### src/rtl/core/hbe_pkg.sv
// Shared constants and types for the backbone hydrogen-bond energy block.
`timescale 1ns / 1ps
package hbe_pkg;

  localparam int COORD_BITS_DEF = 21;

  localparam int CFG_IDX_W  = 2;
  localparam int CFG_DATA_W = 16;

  typedef enum logic [CFG_IDX_W-1:0] {
    CFG_CUTOFF   = 2'd0,
    CFG_FLOOR    = 2'd1,
    CFG_MIN_DIST = 2'd2
  } cfg_idx_t;

  localparam int CUTOFF_W   = 15;
  localparam int FLOOR_W    = 16;
  localparam int MIN_DIST_W = 12;
  localparam int ENERGY_W   = 16;

  localparam logic signed [CUTOFF_W-1:0] CUTOFF_RST   = -15'sd500;
  localparam logic signed [FLOOR_W-1:0]  FLOOR_RST    = -16'sd9900;
  localparam logic [MIN_DIST_W-1:0]      MIN_DIST_RST = 12'd500;
  localparam logic signed [ENERGY_W-1:0] ENERGY_MAX   = 16'sd32767;

  // Charge constant in milli-angstrom units, scaled by 2^FRAC_BITS
  localparam int FRAC_BITS = 16;
  localparam longint unsigned Q_NUM = 64'd1827667968000;

  localparam int DIST_LAT = 3;
  localparam int SQ_LIMIT = 64;

endpackage

### src/rtl/core/hbe_dist.sv
// Squared distance between two atoms: difference, square, saturating sum.
`timescale 1ns / 1ps
module hbe_dist #(
  parameter int COORD_BITS = 21,
  parameter int SQW        = 44
) (
  input  logic                         clk,
  input  logic                         en,
  input  logic signed [COORD_BITS-1:0] p_a [3],
  input  logic signed [COORD_BITS-1:0] q_a [3],
  output logic [SQW-1:0]               sq_out
);
  import hbe_pkg::*;

  localparam int PW   = 2 * COORD_BITS;
  localparam int SUMW = PW + 2;

  logic [COORD_BITS-1:0] absd_r [3];
  logic [COORD_BITS-1:0] absd_nxt [3];
  logic [PW-1:0]         prod_r [3];
  logic [PW-1:0]         prod_nxt [3];
  logic [SUMW-1:0]       sum_full;
  logic [SQW-1:0]        sq_r;
  logic [SQW-1:0]        sq_nxt;

  always_comb begin
    logic signed [COORD_BITS:0] diff;
    for (int i = 0; i < 3; i++) begin
      diff = {p_a[i][COORD_BITS-1], p_a[i]} - {q_a[i][COORD_BITS-1], q_a[i]};
      absd_nxt[i] = diff[COORD_BITS] ? COORD_BITS'(-diff) : diff[COORD_BITS-1:0];
      prod_nxt[i] = absd_r[i] * absd_r[i];
    end
  end

  assign sum_full = SUMW'(prod_r[0]) + SUMW'(prod_r[1]) + SUMW'(prod_r[2]);

  generate
    if (SUMW > SQW) begin : g_sat
      assign sq_nxt = (|sum_full[SUMW-1:SQW]) ? '1 : sum_full[SQW-1:0];
    end else begin : g_nosat
      assign sq_nxt = sum_full[SQW-1:0];
    end
  endgenerate

  always_ff @(posedge clk) begin
    if (en) begin
      for (int i = 0; i < 3; i++) begin
        absd_r[i] <= absd_nxt[i];
        prod_r[i] <= prod_nxt[i];
      end
      sq_r <= sq_nxt;
    end
  end

  assign sq_out = sq_r;

endmodule

### config.mk
export PLATFORM = sky130hd
export DESIGN_NAME = hbe_dist
export DESIGN_NICKNAME = d
export VERILOG_FILES = /design/src/rtl/core/hbe_pkg.sv /design/src/rtl/core/hbe_dist.sv
export SDC_FILE = /design/constraint.sdc
export NUM_CORES = 2
export LEC_CHECK = 0
export BUFFER_PORTS_ARGS = -buffer_cell sky130_fd_sc_hd__buf_2
export CAP_MARGIN = 0
export CELL_PAD_IN_SITES_DETAIL_PLACEMENT = 1
export CELL_PAD_IN_SITES_GLOBAL_PLACEMENT = 1
export CORE_AREA = 2 2 318 320
export CTS_CLUSTER_DIAMETER = 100
export DETAILED_ROUTE_END_ITERATION = 8
export DIE_AREA = 0 0 320 322
export GPL_TIMING_DRIVEN = 0
export HOLD_SLACK_MARGIN = 0.08
export PLACE_DENSITY_LB_ADDON = 0.3
export SLEW_MARGIN = 30
export SYNTH_ARGS = -nofsm -noshare
export SYNTH_HDL_FRONTEND = slang
export SYNTH_SLANG_ARGS = --single-unit
### constraint.sdc
create_clock -name clk -period 8.8 [get_ports clk]
set_clock_uncertainty 0.15 [all_clocks]
set_input_delay 0.88 -clock clk [delete_from_list [all_inputs] [get_ports clk]]
set_output_delay 0.88 -clock clk [all_outputs]
set_load 0.01 [all_outputs]
# Word-level counts from Yosys, hierarchy flattened
# Memories as Yosys holds them, arrays and structs flattened.
# Cells that the tools add are included.
[word_totals]
ff_bits = 44
mem_bits_rw = 189
input_bits = 128
out_inout_bits = 44
elab_cells = 19
mem_count = 2
[mem_list]
columns = ["memory", "depth", "width", "rd", "rd_clocked_by_memory_dff", "wr", "line_no", "rtl"]
rows = [
  ["prod_r", 3, 42, 3, 0, 3, "hbe_dist.sv:20", "logic [PW-1:0] prod_r [3];"],
  ["absd_r", 3, 21, 3, 0, 3, "hbe_dist.sv:18", "logic [COORD_BITS-1:0] absd_r [3];"],
]
[classes]
addsub = 8
n_mul = 3
muxes = 5
[op_table]
columns = ["op", "n"]
rows = [
  ["$mul A21 B21 Y42", 3],
  ["$sub A21 B21 Y22", 3],
  ["$mux W21", 3],
  ["$neg A21 Y21", 3],
  ["$add A43 B42 Y44", 1],
  ["$add A42 B42 Y43", 1],
  ["$mux W1", 2],
]

# Longest topological paths before layout
[logic_depth]
ltp_word = 3
ltp_mapped = 29
depth_no_buf = 29

# Worst setup path before layout
# No wires, ideal clock.
[synth_path]
kind = "flip-flop to flip-flop"
from = "memory absd_r[0][3]"
to = "memory prod_r[0][35] (netlist bit), data pin"
setup_time_ps = 266
arrival_ps = 6969
t_required_ps = 8384
path_slack_ps = 1415
path_stages_with_launch = 28
n_path_buf = 2
synth_period_minus_slack_ps = 7385
cell_sequence = "edfxtp_1 clkbuf_1 clkbuf_1 nand2_1 fa_1 inv_1 fa_1 inv_1 fa_1 inv_1 fa_1 fa_1 fa_1 inv_1 fa_1 inv_1 ha_1 a21oi_1 o21ai_0 a221o_1 a31oi_1 a22oi_1 a31oi_1 nand2b_1 a211oi_1 a41o_1 o41ai_1 xnor2_1"
[synth_lines]
columns = ["element", "line_no"]
rows = [
  ["start: declaration", "hbe_dist.sv:18"],
  ["end: declaration", "hbe_dist.sv:20"],
]

==> impl_metrics.tcl <==
set metrics [dict create \
    crit_arrival_ns 8.68 \
    critPathLaunchType "flop" \
    htreeDepth 2 \
    end_kind "flop" \
    gp_congestion 0.922 \
    post_dp_cell_area_um2 54000 \
    cp_max_fo 10 \
    antenna_left 0 \
    finalSetupViolations 0 \
    status "completed" \
    ioPinCount 172 \
    fin_area_um2 55300 \
    clk_pin_slew_ns 0.06 \
    cts_sinks 230 \
    min_path_cells 0 \
    die_w_um 320 \
    postCtsHoldBufs 0 \
    route.detailed.drc 0 \
    grt_use_total_pct 29.3 \
    ys_seq_elements 230 \
    yosysWarnings 0 \
    synthCells 5331 \
    multi_input_area_um2 39000 \
    fmax_mhz 117 \
    yosysMostFrequentCell "inv_1" \
    cp.required_ns 8.97 \
    min_to "prod_r[0][42]" \
    synth_edf_count 230 \
    clock_latency_ns 0.59 \
    ys_seq_area_share_pct 13.4 \
    dp_hpwl_um 124000 \
    avgSynthCellArea_um2 9.65 \
    die_area_um2 103000 \
    slew-limit-headroom_pct 38.3 \
    regToRegSetupSlack_ns 0.29 \
    num_vias 37900 \
    die_h_um 322 \
    synth_top_area_cell "fa_1" \
    rsz0062_at_grt "false" \
    num_rows 116 \
    numCtsBuffers 35 \
    grt_max_degree 92 \
    core_um2 99600 \
    worst_slew_pin_slew_ns 0.914 \
    r2r-start "absd_r[0][4]" \
    worstRegToRegCells 27 \
    async_flop_share_pct 0 \
    wl_per_cell_um 21.4 \
    diodes 0 \
    synth_top_area_share_pct 38.0 \
    routed_wl_um 147000 \
    finalHoldViolCount 0 \
    drtIter0Drc 2038 \
    yosys-top-cells-area "fa_1 38%, ha_1 14%, edfxtp_1 13%, inv_1 9.9%, nand2_1 3.4%" \
    fill_cells 11300 \
    io_buffers 171 \
    area_growth_pct 7.55 \
    cts.path.max_buffers 3 \
    synthFlopType "edfxtp_1" \
    cts_root_buffer "clkbuf_16" \
    grt_overflow_total 0 \
    dr.pass1.iters 8 \
    hold_path.class "reg -> reg" \
    drive_gt1_share_pct 6.18 \
    grt_pass1_vias 43600 \
    finalNetCount 7215 \
    syn_area_um2 51400 \
    fin_crit_sh_pct 96.7 \
    via_per_inst 5.52 \
    setup.worst_path.class "reg -> reg" \
    cts_tree "done" \
    finalWorstPathRequiredPeriod_ns 8.51 \
    hp-start "absd_r[0][21]" \
    drv_cap 0 \
    drv_slew 0 \
    ys_types 80 \
    antenna_found_initial 4 \
    start_util_pct 51.7 \
    r2r_end "prod_r[0][35]" \
    grt_pass1_wl_um 234000 \
    seqCellArea_um2 6910 \
    netlist_top_cells_count "1350 x inv_1, 976 x fa_1, 570 x ha_1" \
]
-- layer usage --
metal	wire, um	track usage [%]	up-vias
met5	41	0	-
met4	6100	10.9	6
met3	6900	3.78	343
met2	75600	52.7	996
met1	58300	36.0	19700
li1	-	-	16900
-- cell usage in the layout, fill, tap and decap left out, types with 41 or more instances in the layout --
master and count:
a21o_1 85, a21oi_1 192, and2_1 239, buf_2 174, clkbuf_1 98, edfxtp_1 230, fa_1 976, ha_1 570
inv_1 1350, nand2_1 463, nor2_1 172, nor2b_1 47, o21a_1 41, o21ai_0 109, xnor2_1 196, xor2_1 92
-- critical path, stage by stage, from the launching register on --
cell and delay, ns:
edfxtp_1 0.44, buf_2 0.36, buf_2 0.36, nand2_1 0.13
fa_1 0.61, inv_1 0.08, fa_1 0.50, inv_1 0.05
fa_1 0.47, inv_1 0.05, fa_1 0.49, fa_1 0.50
fa_1 0.50, inv_1 0.05, fa_1 0.50, inv_1 0.05
ha_1 0.36, a21oi_1 0.19, o21ai_0 0.16, a221o_1 0.38
a31oi_1 0.28, a22oi_1 0.24, a31oi_2 0.32, nand2b_1 0.18
a211oi_1 0.10, a41o_1 0.28, o41ai_1 0.36, xnor2_1 0.11
-- cell families (layout without fill, tap and decap cells) --
kind of cell	Yosys count	count (layout)	share of synthesized area, %
fa+ha+maj	1546	1546	51.8
simple gates	1119	1119	10.5
buf+inv	1494	1729	10.9
compound gates	641	641	8.14
xor+xnor	291	291	4.97
other cells	1	3	0.00729
mux	9	9	0.197
flops	230	230	13.4
-- area by class of cell --
type                       instances  share of cell area [%]
buffer                           140                    1.07
clock buffer                      39                    1.65
clock inverter                    25                   0.536
inverter                        1350                    9.16
multi-input combinational       3609                    70.5
sequential                       230                    12.5
tap                             1298                    2.94
timing repair buffer             175                    1.69
-- metrics by stage --
stage | TNS [ns] | util [%] | hold WS, ns | instances | setup WS, ns
after floorplan | 0 | - | 0.311 | 5333 | 1.42
after global placement | -1.47 | 54.2 | 0.438 | 6802 | -0.254
after detailed placement | -4.19 | 54.2 | 0.450 | 6804 | -0.501
after CTS | 0 | 55.5 | 0.456 | 6866 | 0.00840
after global routing | 0 | 55.6 | 0.479 | 6866 | 0.00698
final | 0 | 55.6 | 0.469 | 6866 | 0.287
-- worst max path at each step --
stage                     cells past startpoint  slack, ns     startpoint            end
final                                        27       0.29   absd_r[0][4]  prod_r[0][35]
after global routing                         26      0.007   absd_r[0][9]  prod_r[0][35]
after CTS                                    28      0.008  absd_r[0][26]  prod_r[0][82]
after detailed placement                     29      -0.50  absd_r[0][29]  prod_r[0][82]
after global placement                       29      -0.25  absd_r[0][29]  prod_r[0][82]
after floorplan                              27       1.42   absd_r[0][3]  prod_r[0][35]
-- sequential cells by signal, summed over array words and instances, names as in the netlist --
name and flops:
sq_out 44, absd_r 63, prod_r 123
-- repair_timing --
item,in CTS,in global routing
setup endpoints to repair,24,23
pin swaps,0,2
gates resized for setup,27,54
buffers inserted,0,2
Power is not shown: default switching activity piles up to over one toggle a cycle in this logic, so the estimate is an artifact.
