<file path="src/rtl/core/hbe_pkg.sv">
// Shared constants and types for the backbone hydrogen-bond energy block.
`timescale 1ns / 1ps
package hbe_pkg;

  localparam int COORD_BITS_DEF = 21;

  localparam int CFG_IDX_W  = 2;
  localparam int CFG_DATA_W = 16;

  typedef enum logic [CFG_IDX_W-1:0] {
    CFG_CUTOFF   = 2'd0,
    CFG_FLOOR    = 2'd1,
    CFG_MIN_DIST = 2'd2
  } cfg_idx_t;

  localparam int CUTOFF_W   = 15;
  localparam int FLOOR_W    = 16;
  localparam int MIN_DIST_W = 12;
  localparam int ENERGY_W   = 16;

  localparam logic signed [CUTOFF_W-1:0] CUTOFF_RST   = -15'sd500;
  localparam logic signed [FLOOR_W-1:0]  FLOOR_RST    = -16'sd9900;
  localparam logic [MIN_DIST_W-1:0]      MIN_DIST_RST = 12'd500;
  localparam logic signed [ENERGY_W-1:0] ENERGY_MAX   = 16'sd32767;

  // Charge constant in milli-angstrom units, scaled by 2^FRAC_BITS
  localparam int FRAC_BITS = 16;
  localparam longint unsigned Q_NUM = 64'd1827667968000;

  localparam int DIST_LAT = 3;
  localparam int SQ_LIMIT = 64;

endpackage

</file>
<file path="src/rtl/core/hbe_sqrt.sv">
// Pipelined square root, one root bit per stage, rounded to nearest.
`timescale 1ns / 1ps
module hbe_sqrt #(
  parameter int SQW = 44
) (
  input  logic                 clk,
  input  logic                 en,
  input  logic [SQW-1:0]       x_in,
  output logic [SQW/2:0]       d_out
);
  import hbe_pkg::*;

  localparam int RW   = SQW / 2;
  localparam int REMW = RW + 1;
  localparam int TW   = RW + 3;
  localparam int DW   = RW + 1;

  logic [REMW-1:0] rem_r  [RW];
  logic [RW-1:0]   root_r [RW];
  logic [SQW-1:0]  x_r    [RW];
  logic [DW-1:0]   d_r;

  genvar s;
  generate
    for (s = 0; s < RW; s++) begin : g_stage
      logic [REMW-1:0] rem_src;
      logic [RW-1:0]   root_src;
      logic [SQW-1:0]  x_src;
      logic [TW-1:0]   t;
      logic [TW-1:0]   trial;
      logic            ge;
      logic [TW-1:0]   diff;

      if (s == 0) begin : g_first
        assign rem_src  = '0;
        assign root_src = '0;
        assign x_src    = x_in;
      end else begin : g_next
        assign rem_src  = rem_r[s-1];
        assign root_src = root_r[s-1];
        assign x_src    = x_r[s-1];
      end

      assign t     = {rem_src, x_src[SQW-1:SQW-2]};
      assign trial = TW'({root_src, 2'b01});
      assign ge    = (t >= trial);
      assign diff  = t - trial;

      always_ff @(posedge clk) begin
        if (en) begin
          rem_r[s]  <= ge ? diff[REMW-1:0] : t[REMW-1:0];
          root_r[s] <= {root_src[RW-2:0], ge};
          x_r[s]    <= x_src << 2;
        end
      end
    end
  endgenerate

  always_ff @(posedge clk) begin
    if (en) begin
      d_r <= {1'b0, root_r[RW-1]} +
             DW'(rem_r[RW-1] > {1'b0, root_r[RW-1]});
    end
  end

  assign d_out = d_r;

endmodule

</file>
<file path="config.mk">
export PLATFORM = sky130hd
export DESIGN_NAME = hbe_sqrt
export DESIGN_NICKNAME = d
export VERILOG_FILES = /design/src/rtl/core/hbe_pkg.sv /design/src/rtl/core/hbe_sqrt.sv
export SDC_FILE = /design/constraint.sdc
export NUM_CORES = 2
export LEC_CHECK = 0
export CORE_MARGIN = 4
export CORE_UTILIZATION = 45
export CTS_BUF_LIST = sky130_fd_sc_hd__clkbuf_16
export DETAILED_ROUTE_END_ITERATION = 8
export DONT_BUFFER_PORTS = 1
export MAX_ROUTING_LAYER = met4
export PLACE_DENSITY = 0.69
export SLEW_MARGIN = 20
export SYNTH_ARGS = -nofsm -noshare
export SYNTH_HDL_FRONTEND = slang
export SYNTH_SLANG_ARGS = --single-unit
</file>
<file path="constraint.sdc">
create_clock -name clk -period 9.1 [get_ports clk]
set_input_delay 0.91 -clock clk [delete_from_list [all_inputs] [get_ports clk]]
set_output_delay 0.91 -clock clk [all_outputs]
set_load 0.02 [all_outputs]
</file>
After elaboration in Yosys (flattened, before gate mapping):

Memory sizes are Yosys's and may differ from the RTL's.
Cells that the tools add are included.

* add/sub/neg operators: 23
* $lt $le $gt $ge: 23
* multiplexer cells: 24

Operators with widths (number)
* $ge 25x24->1: 21
* $mux 23: 22
* $sub 23x23->23: 21
* $add 22x1->23: 1
* $gt 23x22->1: 1
* $sub 2x1->3 const B: 1
* $ge 2x1->1 const B: 1
* $mux 1: 2

* register bits: 23
* bits in writable memories: 1914
* memories kept: 3

Memory list
* x_r: depth 22, width 42, read ports 21, clocked after Yosys merged registers in 0, wr ports 22, RTL line hbe_sqrt.sv:20 `logic [SQW-1:0] x_r [RW];`
* rem_r: depth 22, width 23, read ports 22, clocked after Yosys merged registers in 0, wr ports 22, RTL line hbe_sqrt.sv:18 `logic [REMW-1:0] rem_r [RW];`
* root_r: depth 22, width 22, read ports 22, clocked after Yosys merged registers in 0, wr ports 22, RTL line hbe_sqrt.sv:19 `logic [RW-1:0] root_r [RW];`

Depth between registers and ports, before layout:

An unclocked memory read counts as a cell.

* depth in word-level cells: 3
* depth in mapped cells: 19
* depth with buffers taken out: 18

Least setup slack after synthesis:

Ideal clock, no wire load.

* kind: reg2reg
* start: memory rem_r[2][96] in the netlist's numbering
* end: memory rem_r[2][118] in the netlist's numbering, data pin
* setup time: 0.260 ns
* arrival: 3.019 ns
* required time: 8.840 ns
* slack: 5.821 ns
* stages on the path, launching flop included: 11
* path buffers: 1
* period minus slack after synthesis: 3.279 ns
* cells stage by stage: edfxtp_1 > ha_1 > a21oi_1 > o21ai_0 > or3b_2 > o21ai_0 > o21bai_1 > a221o_1 > a31oi_1 > clkbuf_1 > mux2_2

RTL lines (RTL line)
* start: declaration: hbe_sqrt.sv:18

==> metrics <==
maximum number of buffers from clock root to sink 3; Worst setup EP type register; mean area per synthesized cell 13.0 um2; Slew HR 0.301; total negative slack for setup checks 0 ns; worst hold-check path type input port to register; setup slack of the worst register-to-register path 5.04 ns; YS warnings 0; top fanout value on the critical path 7; commonest cells in the netlist sky130_fd_sc_hd__edfxtp_1 (1214), sky130_fd_sc_hd__inv_1 (368), sky130_fd_sc_hd__nand2_1 (317); global placement routability congestion 0.905; fraction of registers with async set/reset 0; clock latency of the later-clocked register in the worst-skew pair 0.75 ns; Finish-stage setup viols 0; largest vdd supply drop 0.000218 V; total of fill cells in the finished design 10500; vias in the first global route 31500; Inserted Diodes 0; Detailed Route Iter0 Violations 2375; Die X 362 um; maxcap violations 0; area overhead of the layout relative to synthesis 11.1%; worst hold slack after final layout 0.245 ns; reg-to-reg startpoint root_r[2][126]$_DFFE_PP_; Final #Nets 4775; largest net degree at the start of global routing 1215; layout cell share with drive strength beyond 1 0.0605; clock group share of total power 0.333; number of iterations in the first detailed-routing pass 5; total number of clock tree sinks 1214; dominant cell by count in the synthesized netlist sky130_fd_sc_hd__edfxtp_1; cell type contributing the most total cell area after synthesis sky130_fd_sc_hd__edfxtp_1; cell area reported after detailed placement 58400 um2; Worst Reg-to-Reg Cells 17; total number of cells along the worst setup path 17; antenna violations before repair 0; count of mapped cells out of synthesis 4348; non-filler cells, final 6169; Layout Skew 0.0296 ns; Initial Util 0.455; number of pins with negative max-slew slack in the final report 0; Synth Cell Area 56500 um2; CP top delay family compound AO/OA/AOI/OAI gates; aggregate global routing overflow 0; Crit-path slowest cell sky130_fd_sc_hd__a2111oi_0; H-Tree Level Count 4; Final Hold Fails 0; delay of the slowest cell on the worst path 0.80 ns; most frequently used flop master after synthesis sky130_fd_sc_hd__edfxtp_1; number of buffer and inverter stages on the critical path 1; Leakage Power 23.9 nW; I/O pin total 69; clock transition time at the flip-flop clock pins of the worst setup and hold paths 0.06 ns; Cell Count Post-Placement 5924; fraction of the yosys area taken by sequential cells 0.645; cell repeated most along the worst path sky130_fd_sc_hd__ha_1; buffer cell driving the clock tree root sky130_fd_sc_hd__clkbuf_16; sequence of cells on the critical path inv_1, ha_1, a21o_1, a21o_1, a21oi_1, nor2b_1, o21ai_0, nand2b_1, a2111oi_0, a22oi_1, ha_1, ha_1, nand2_1, nor2_1, and4_1, nand4_1, xnor2_1; Yosys reg bits 1214; library cells used by synthesis 81; net count of the mapped netlist 4696; Post-CTS Repair Setup Buffers 0; unrepaired setup endpoints after global routing no; final worst path period share 0.447; arrival time reported for the critical path endpoint 4.56 ns; count of instances resized after the clock tree is built 0; number of enable flip-flop cells after synthesis 1214; number of vias in the routed layout 32500; Gate power share 0.179; global-route wire length before repair 160000 um; combined global-route utilization of all metal layers 0.154; CTS buffer count 132; share of the synthesized area in the top cell type 0.645; count of port buffers added during placement 0; synth top area cells sky130_fd_sc_hd__edfxtp_1 (65%), sky130_fd_sc_hd__ha_1 (6.7%), sky130_fd_sc_hd__xor2_1 (3.1%); sum of net half-perimeters after detailed placement 67300 um; proportion of total power due to net switching 0.272; average routed wire per standard cell 16.2 um; area of all placed cells without fillers 62700 um2; remaining number of nets flagged by the antenna check after routing 0; Switch Pwr 4.18 mW; fraction of power consumed by sequential logic 0.488; startpoint of the most critical setup path root_r[2][126]$_DFFE_PP_; total number of placement rows 129; Worst R2R End d_out[20]$_DFFE_PP_; CTS hold repair buffers 0; number of design rule violations left after detail routing 0; placeable core region 124000 um2; die extent in y 362 um; Worst Tran Pin Value 1.05 ns; CP endpoint d_out[20]$_DFFE_PP_; crit path time final 4.06 ns; internal power 11.2 mW; clock tree from TritonCTS yes; Worst Setup Path Type register to register; fmax 0.246 GHz; full die area 131000 um2; data required time at the worst endpoint 9.59 ns; vias per std cell 5.27; status complete, no violations; critical path startpoint category register; final wirelength 99700 um; power density relative to cell area 245 nW/um2
[cell type report]
type                       instances  area (um2)  area share
inverter                         369        1390      0.0221
timing repair buffer              19         263     0.00419
clock inverter                   103         802      0.0128
multi-input combinational       2691       18400       0.293
clock buffer                     136        3400      0.0542
sequential                      1214       36500       0.581
tap                             1637        2050      0.0326
[cell families after synthesis]
group / Yosys count / synth area share
other cells: 1 / 0.0000664
fa+ha+maj: 302 / 0.0669
mux: 42 / 0.00806
flops: 1214 / 0.645
buf+inv: 443 / 0.0297
xor+xnor: 395 / 0.0612
simple gates: 1107 / 0.0968
compound gates: 844 / 0.0918
[how the worst min path moves through the flow]
stage,from,endpoint,depth (start not counted)
6_report,x_in[22],x_r[0][22]$_DFFE_PP_,0
5_1_grt,x_in[5],x_r[0][5]$_DFFE_PP_,0
4_1_cts,x_in[5],x_r[0][5]$_DFFE_PP_,0
3_5_place_dp,x_r[0][59]$_DFFE_PP_,x_r[0][103]$_DFFE_PP_,0
3_3_place_gp,x_r[0][234]$_DFFE_PP_,x_r[0][278]$_DFFE_PP_,0
2_1_floorplan,x_r[0][56]$_DFFE_PP_,x_r[0][100]$_DFFE_PP_,0
[layer usage]
metal,share of wire,vias up,global-route usage,wire length (um)
met5,0,-,-,0
met4,0.039,0,0.0651,3890
met3,0.045,232,0.0282,4500
met2,0.47,685,0.248,47000
met1,0.44,15400,0.194,44300
li1,-,16200,-,-
[placed cells by master, fill, tap and decap left out, drive strengths merged, types with 91 or more instances in the layout]
| cell | instances |
|---|---|
| o21ai | 263 |
| edfxtp | 1214 |
| xnor2 | 197 |
| nand2 | 317 |
| a21oi | 230 |
| nor3 | 101 |
| a21o | 91 |
| xor2 | 198 |
| inv | 396 |
| nor2 | 252 |
| ha | 302 |
| clkbuf | 136 |
[sequential cells by signal (all words and copies together) (netlist names)]
signal	count
d_out	23
rem_r	476
root_r	253
x_r	462
[metrics by stage]
stage	power [mW]	util	setup slack [ns]
after global routing	16.2	0.506	4.85
after floorplan	9.55	-	5.82
after global placement	10.2	0.470	5.11
after CTS	15.5	0.504	5.02
final	15.4	0.506	5.04
after detailed placement	10.3	0.470	5.03
[power groups by stage]
stage	Clock [mW]	Sequential [mW]	Combinational, mW
after floorplan	0	7.44	2.11
after global placement	0	7.61	2.61
after detailed placement	0	7.62	2.65
after CTS	5.28	7.51	2.67
after global routing	5.53	7.58	3.10
final	5.11	7.51	2.76
Power figures use the tool's default switching activity.
