[src/rtl/core/hbe_pkg.sv]
// Shared constants and types for the backbone hydrogen-bond energy block.
`timescale 1ns / 1ps
package hbe_pkg;

  localparam int COORD_BITS_DEF = 21;

  localparam int CFG_IDX_W  = 2;
  localparam int CFG_DATA_W = 16;

  typedef enum logic [CFG_IDX_W-1:0] {
    CFG_CUTOFF   = 2'd0,
    CFG_FLOOR    = 2'd1,
    CFG_MIN_DIST = 2'd2
  } cfg_idx_t;

  localparam int CUTOFF_W   = 15;
  localparam int FLOOR_W    = 16;
  localparam int MIN_DIST_W = 12;
  localparam int ENERGY_W   = 16;

  localparam logic signed [CUTOFF_W-1:0] CUTOFF_RST   = -15'sd500;
  localparam logic signed [FLOOR_W-1:0]  FLOOR_RST    = -16'sd9900;
  localparam logic [MIN_DIST_W-1:0]      MIN_DIST_RST = 12'd500;
  localparam logic signed [ENERGY_W-1:0] ENERGY_MAX   = 16'sd32767;

  // Charge constant in milli-angstrom units, scaled by 2^FRAC_BITS
  localparam int FRAC_BITS = 16;
  localparam longint unsigned Q_NUM = 64'd1827667968000;

  localparam int DIST_LAT = 3;
  localparam int SQ_LIMIT = 64;

endpackage

[src/rtl/core/hbe_div.sv]
// Pipelined restoring divider: rounded charge constant over a distance.
`timescale 1ns / 1ps
module hbe_div #(
  parameter int DW = 23,
  parameter int NB = 41
) (
  input  logic          clk,
  input  logic          en,
  input  logic [DW-1:0] d_in,
  output logic [NB-1:0] q_out
);
  import hbe_pkg::*;

  logic [NB-1:0] num_r;
  logic [DW-1:0] dv0_r;
  logic [DW-1:0] p_r  [NB];
  logic [NB-1:0] nq_r [NB];
  logic [DW-1:0] dv_r [NB];

  always_ff @(posedge clk) begin
    if (en) begin
      num_r <= NB'(Q_NUM + 64'(d_in >> 1));
      dv0_r <= d_in;
    end
  end

  genvar k;
  generate
    for (k = 0; k < NB; k++) begin : g_stage
      logic [DW-1:0] p_src;
      logic [NB-1:0] nq_src;
      logic [DW-1:0] dv_src;
      logic [DW:0]   t;
      logic [DW:0]   diff;
      logic          ge;

      if (k == 0) begin : g_first
        assign p_src  = '0;
        assign nq_src = num_r;
        assign dv_src = dv0_r;
      end else begin : g_next
        assign p_src  = p_r[k-1];
        assign nq_src = nq_r[k-1];
        assign dv_src = dv_r[k-1];
      end

      assign t    = {p_src, nq_src[NB-1]};
      assign ge   = (t >= {1'b0, dv_src});
      assign diff = t - {1'b0, dv_src};

      always_ff @(posedge clk) begin
        if (en) begin
          p_r[k]  <= ge ? diff[DW-1:0] : t[DW-1:0];
          nq_r[k] <= {nq_src[NB-2:0], ge};
          dv_r[k] <= dv_src;
        end
      end
    end
  endgenerate

  assign q_out = nq_r[NB-1];

endmodule

[config.mk]
export PLATFORM = sky130hd
export DESIGN_NAME = hbe_div
export DESIGN_NICKNAME = d
export VERILOG_FILES = /design/src/rtl/core/hbe_pkg.sv /design/src/rtl/core/hbe_div.sv
export SDC_FILE = /design/constraint.sdc
export NUM_CORES = 2
export LEC_CHECK = 0
export ABC_CLOCK_PERIOD_IN_PS = 11100
export BUFFER_PORTS_ARGS = -buffer_cell sky130_fd_sc_hd__buf_2
export CAP_MARGIN = 10
export CORE_MARGIN = 2
export CORE_UTILIZATION = 69
export DETAILED_ROUTE_END_ITERATION = 7
export PLACE_DENSITY = 0.86
export SLEW_MARGIN = 10
export SYNTH_ARGS = -nofsm -noshare
export SYNTH_HDL_FRONTEND = slang
export SYNTH_SLANG_ARGS = --single-unit
[constraint.sdc]
create_clock -name clk -period 11.1 [get_ports clk]
set_input_delay 1.665 -clock clk [delete_from_list [all_inputs] [get_ports clk]]
set_output_delay 1.665 -clock clk [all_outputs]
set_load 0.005 [all_outputs]
# ---- Word-level counts from Yosys, hierarchy flattened
# Memories as Yosys holds them, arrays and structs flattened.
# Cells that the tools add are included.
dict set report word_totals {
  reg_bits 64
  latch_bits 0
  ramBits 3567
  mem_bits_ro 0
  in_bits 25
  out_inout_bits 41
  word_cells 131
  memories 3
}
dict set report op_classes {
  addsub 42
  n_mul 0
  div_mod_pow 0
  order_cmp 41
  n_eq_ne 0
  shift 0
  n_mux 43
  bitwise_logic 0
  n_reduce_logical 0
}
# name words width rd rd_ports_with_merged_regs wr line_no
set mem_list {}
lappend mem_list {nq_r 41 41 41 0 41 hbe_div.sv:17} ;# logic [NB-1:0] nq_r [NB];
lappend mem_list {dv_r 41 23 40 0 41 hbe_div.sv:18} ;# logic [DW-1:0] dv_r [NB];
lappend mem_list {p_r 41 23 40 0 41 hbe_div.sv:16} ;# logic [DW-1:0] p_r [NB];
# op count
set ops {}
lappend ops {{24-bit by 23-bit greater-or-equal comparator with 1-bit output} 40}
lappend ops {{23-bit two-way mux} 41}
lappend ops {{23-bit subtractor} 40}
lappend ops {{41-bit by 22-bit adder with 41-bit output, first input constant} 1}
lappend ops {{1-bit by 23-bit greater-or-equal comparator with 1-bit output} 1}
lappend ops {{1-bit by 23-bit subtractor with 23-bit output} 1}
lappend ops {{1-bit two-way mux} 2}

# ---- Logic depth before layout (Yosys ltp)
# An unclocked memory read counts as a cell.
dict set report logic_depth {
  word_depth 3
  mapped_depth 16
  mapped_depth_nobuf 15
}

# ---- Worst setup path after synthesis
# OpenSTA, ideal clock, no wires.
dict set report synth_timing {
  kind {register to register}
  startpoint {memory p_r[0][1]}
  endpoint {memory p_r[1][5], in the netlist p_r[0][28], data pin}
  setup_ns 0.260
  arrival_ns 3.268
  required_time_ns 10.840
  setup_slack_ns 7.572
  path_stages_with_launch 14
  path_buffers 1
  period_less_slack_ns 3.528
  path_cell_list {edfxtp_1 ha_1 nor2b_1 or3_1 a21oi_1 o21ai_1 a211o_1 a2111oi_0 nor3_1 o21ai_1 a21oi_1 o32ai_2 buf_4 mux2_2}
}
# element line_no
set synth_lines {}
lappend synth_lines {{from (decl)} hbe_div.sv:16}

==> results.toml <==
[setup_path]
crit_buf_inv = 1
crit_required_ns = 11.76
crit_arrival_ns = 5.21
cp_slowest_cell = "a2111oi_0"
critPathTopFamily = "compound AO/OA/AOI/OAI gates"
cp-end-kind = "flip-flop"
cp_max_fo = 21
path_cells = "fa_1 -> a21o_1 -> a21oi_1 -> o21ai_0 -> a21oi_1 -> a21oi_1 -> a2111oi_0 -> nor2_1 -> o21ai_0 -> nand3_1 -> buf_4 -> mux2_2"
cp_common_cell = "a21oi_1"
critPathMaxStageDelay_ns = 0.80
path_class = "reg -> reg"
startpoint_type = "flip-flop"

[sta]
fin_skew_ns = 0.0606
relSlewSlack_pct = 17.3
hold_viol = 0
final_max_slew_viol_count = 0
finalSetupViolCount = 0
timing.final.crit_share_pct = 41.0
worst_pin_slew_ns = 1.24
tns_ns = 0
timing.fmax_mhz = 220
rsz0062_at_grt = "false"
period_minus_slack_ns = 4.55
worst_slack_ns = 6.55

[floorplanning]
die_area_mm2 = 0.200
die_w_um = 448
coreArea_mm2 = 0.195
initial_utilization_pct = 69.6
pin_count = 66
rows = 162
die_h_um = 448

[status]
status = "finished clean"

[clocking]
clk_pin_slew_ns = 0.06
cts_tree = "done"
post-cts-setup-buffers = 0
clock_latency_ns = 0.95
cts_resized = 0
htree_num_levels = 5
clock-sinks = 2724
cts.hold.buffers_added = 0
cts_buffers = 297
cts_root_buf = "clkbuf_16"
clk_path_buf_depth = 4

[route]
wl_per_cell_um = 20.3
drt_first_iter_violations = 8277
via_count = 86100
viasPerCell = 6.13
drc_errors = 0
first_pass_iters = 7
wirelength_mm = 285
ant_nets = 0

[logic_synthesis]
ys_ff_latch = 2724
synth_area_per_cell_um2 = 12.4
yosysWarningCount = 0
synth-async-reset-ratio_pct = 0
synth_edf_count = 2724
ys_seq_area_share_pct = 60.2
yosysUniqueCellTypes = 92
syn_area_mm2 = 0.136
syn_inst = 11000
ys.flop_type = "edfxtp_1"

[placement]
pre_cts_slack_ns = 6.54
io_buffers = 65
routabilityCongestion = 0.917
place_area_mm2 = 0.139
hpwl_mm = 194

[global_route]
grt-ovfl-total = 0
antenna_found_initial = 3
grt_pass1_wl_mm = 452
groute.usage.overall_pct = 28.4
grt_pass1_vias = 85500
grt_max_degree = 189

[power_and_ir_drop]
power_frac_clock_pct = 22.5
combPwrFrac_pct = 40.1
seq_power_share_pct = 37.4
p_switching_mw = 15.6
pwr_density_cell_mw_per_mm2 = 294
p_leak_nw = 60.0
power_switching_share_pct = 35.6
ir_worst_vdd_mv = 0.222
p_int_mw = 28.2
p_total_mw = 43.9

[cells_and_area]
n_antenna_cell = 0
postLayoutCellArea_mm2 = 0.149
drive_gt1_share_pct = 7.55
nets = 12200
syn2layout_area_growth_pct = 9.78

[job]
cap_violations = 0

[min_path]
hold_class = "reg -> reg"
## worst reg2reg max path: stages, from the launching register on
cell,delay (ns)
edfxtp_1,0.44
fa_1,0.50
a21o_1,0.21
a21oi_1,0.22
o21ai_0,0.12
a21oi_1,0.35
a21oi_1,0.11
a2111oi_0,0.80
nor2_1,0.07
o21ai_0,0.25
nand3_1,0.49
buf_4,0.41
mux2_2,0.31
## sequential cells by signal, indices dropped and copies added, names as in the netlist
register and flops:
dv0_r 22, dv_r 883, nq_r 898, p_r 920, g_stage.nq_src 1
## kinds of logic (layout without fill, tap and decap cells)
family / Yosys count / in the layout / share of synthesized area, %
AOI/OAI and AO/OA: 2775 / 2775 / 12.5
DFF: 2724 / 2724 / 60.2
and+or+nand+nor: 2215 / 2215 / 7.65
buffers and inverters: 1333 / 1757 / 3.72
adders and majority gates: 952 / 952 / 8.99
xor gates and xnor gates: 726 / 726 / 4.68
muxes: 265 / 265 / 2.18
other: 1 / 10 / 0.00276
## synthesized netlist by cell type (16+ instances only)
master | instances | area (µm²)
a211o_1 | 24 | 210
a211oi_1 | 63 | 473
a21boi_0 | 41 | 308
a21o_1 | 406 | 3050
a21oi_1 | 859 | 4300
a221oi_1 | 16 | 140
a31oi_1 | 79 | 494
and2_1 | 28 | 175
and3_1 | 49 | 307
clkbuf_1 | 185 | 694
edfxtp_1 | 2724 | 81800
fa_1 | 39 | 781
ha_1 | 913 | 11400
inv_1 | 1124 | 4220
mux2_2 | 243 | 2740
mux2i_1 | 17 | 170
nand2_1 | 799 | 3000
nand2b_1 | 149 | 932
nand3_1 | 136 | 681
nand4_1 | 135 | 845
nor2_1 | 539 | 2020
nor2b_1 | 142 | 888
nor3_1 | 99 | 495
nor4_1 | 17 | 106
o211ai_1 | 22 | 165
o21a_1 | 94 | 706
o21ai_0 | 781 | 3910
o21ai_1 | 29 | 145
o21bai_1 | 110 | 826
o31a_1 | 21 | 184
o31ai_1 | 59 | 443
or2_2 | 20 | 125
or3_1 | 27 | 169
xnor2_1 | 421 | 3690
xor2_1 | 305 | 2670
## layout make-up
type	instances	area, µm²
multi-input combinational	6943	49200
tap	2624	3280
fill	11600	46100
timing repair buffer	123	926
clock buffer	349	7780
inverter	1124	4220
sequential	2724	81800
clock inverter	161	1870
## worst paths after layout
kind	start	end	slack (ns)	cells after the start
worst max-delay path	p_r[0][23]	p_r[0][56]	6.55	12
worst min register to register	nq_r[2][124]	nq_r[2][166]	0.40	0
worst max register to register	p_r[0][23]	p_r[0][56]	6.55	12
worst min-delay path	nq_r[2][124]	nq_r[2][166]	0.40	0
## stage by stage
step	hold slack (ns)	std cells	utilization, %
floorplan	0.400	11000	-
global placement	0.400	13500	71.4
detailed placement	0.405	13500	71.4
CTS	0.399	14000	76.4
global route	0.404	14000	76.4
finish	0.397	14000	76.4
## cells in the final DEF (no fill, tap or decap), types with 305 or more instances in the layout
cell      count
ha_1        913
xnor2_1     421
a21o_1      406
nand2_1     799
o21ai_0     779
a21oi_1     859
nor2_1      538
xor2_1      305
edfxtp_1   2724
inv_1      1124
## power groups by stage
stage,clock network [mW],registers (mW),logic [mW]
6_report,9.87,16.4,17.6
5_1_grt,10.4,16.6,19.5
4_1_cts,10.0,16.3,17.3
3_5_place_dp,0,16.5,17.0
3_3_place_gp,0,16.5,16.3
2_1_floorplan,0,15.7,13.4
## layer usage
layer | up-vias | routed length, µm | GRT usage, %
met2 | 3402 | 141000 | 48.7
met1 | 41100 | 112000 | 35.8
li1 | 40700 | - | -
met4 | 6 | 13600 | 12.8
met3 | 889 | 17000 | 4.46
met5 | - | 43 | 0
(Power assumes the default switching activity.)
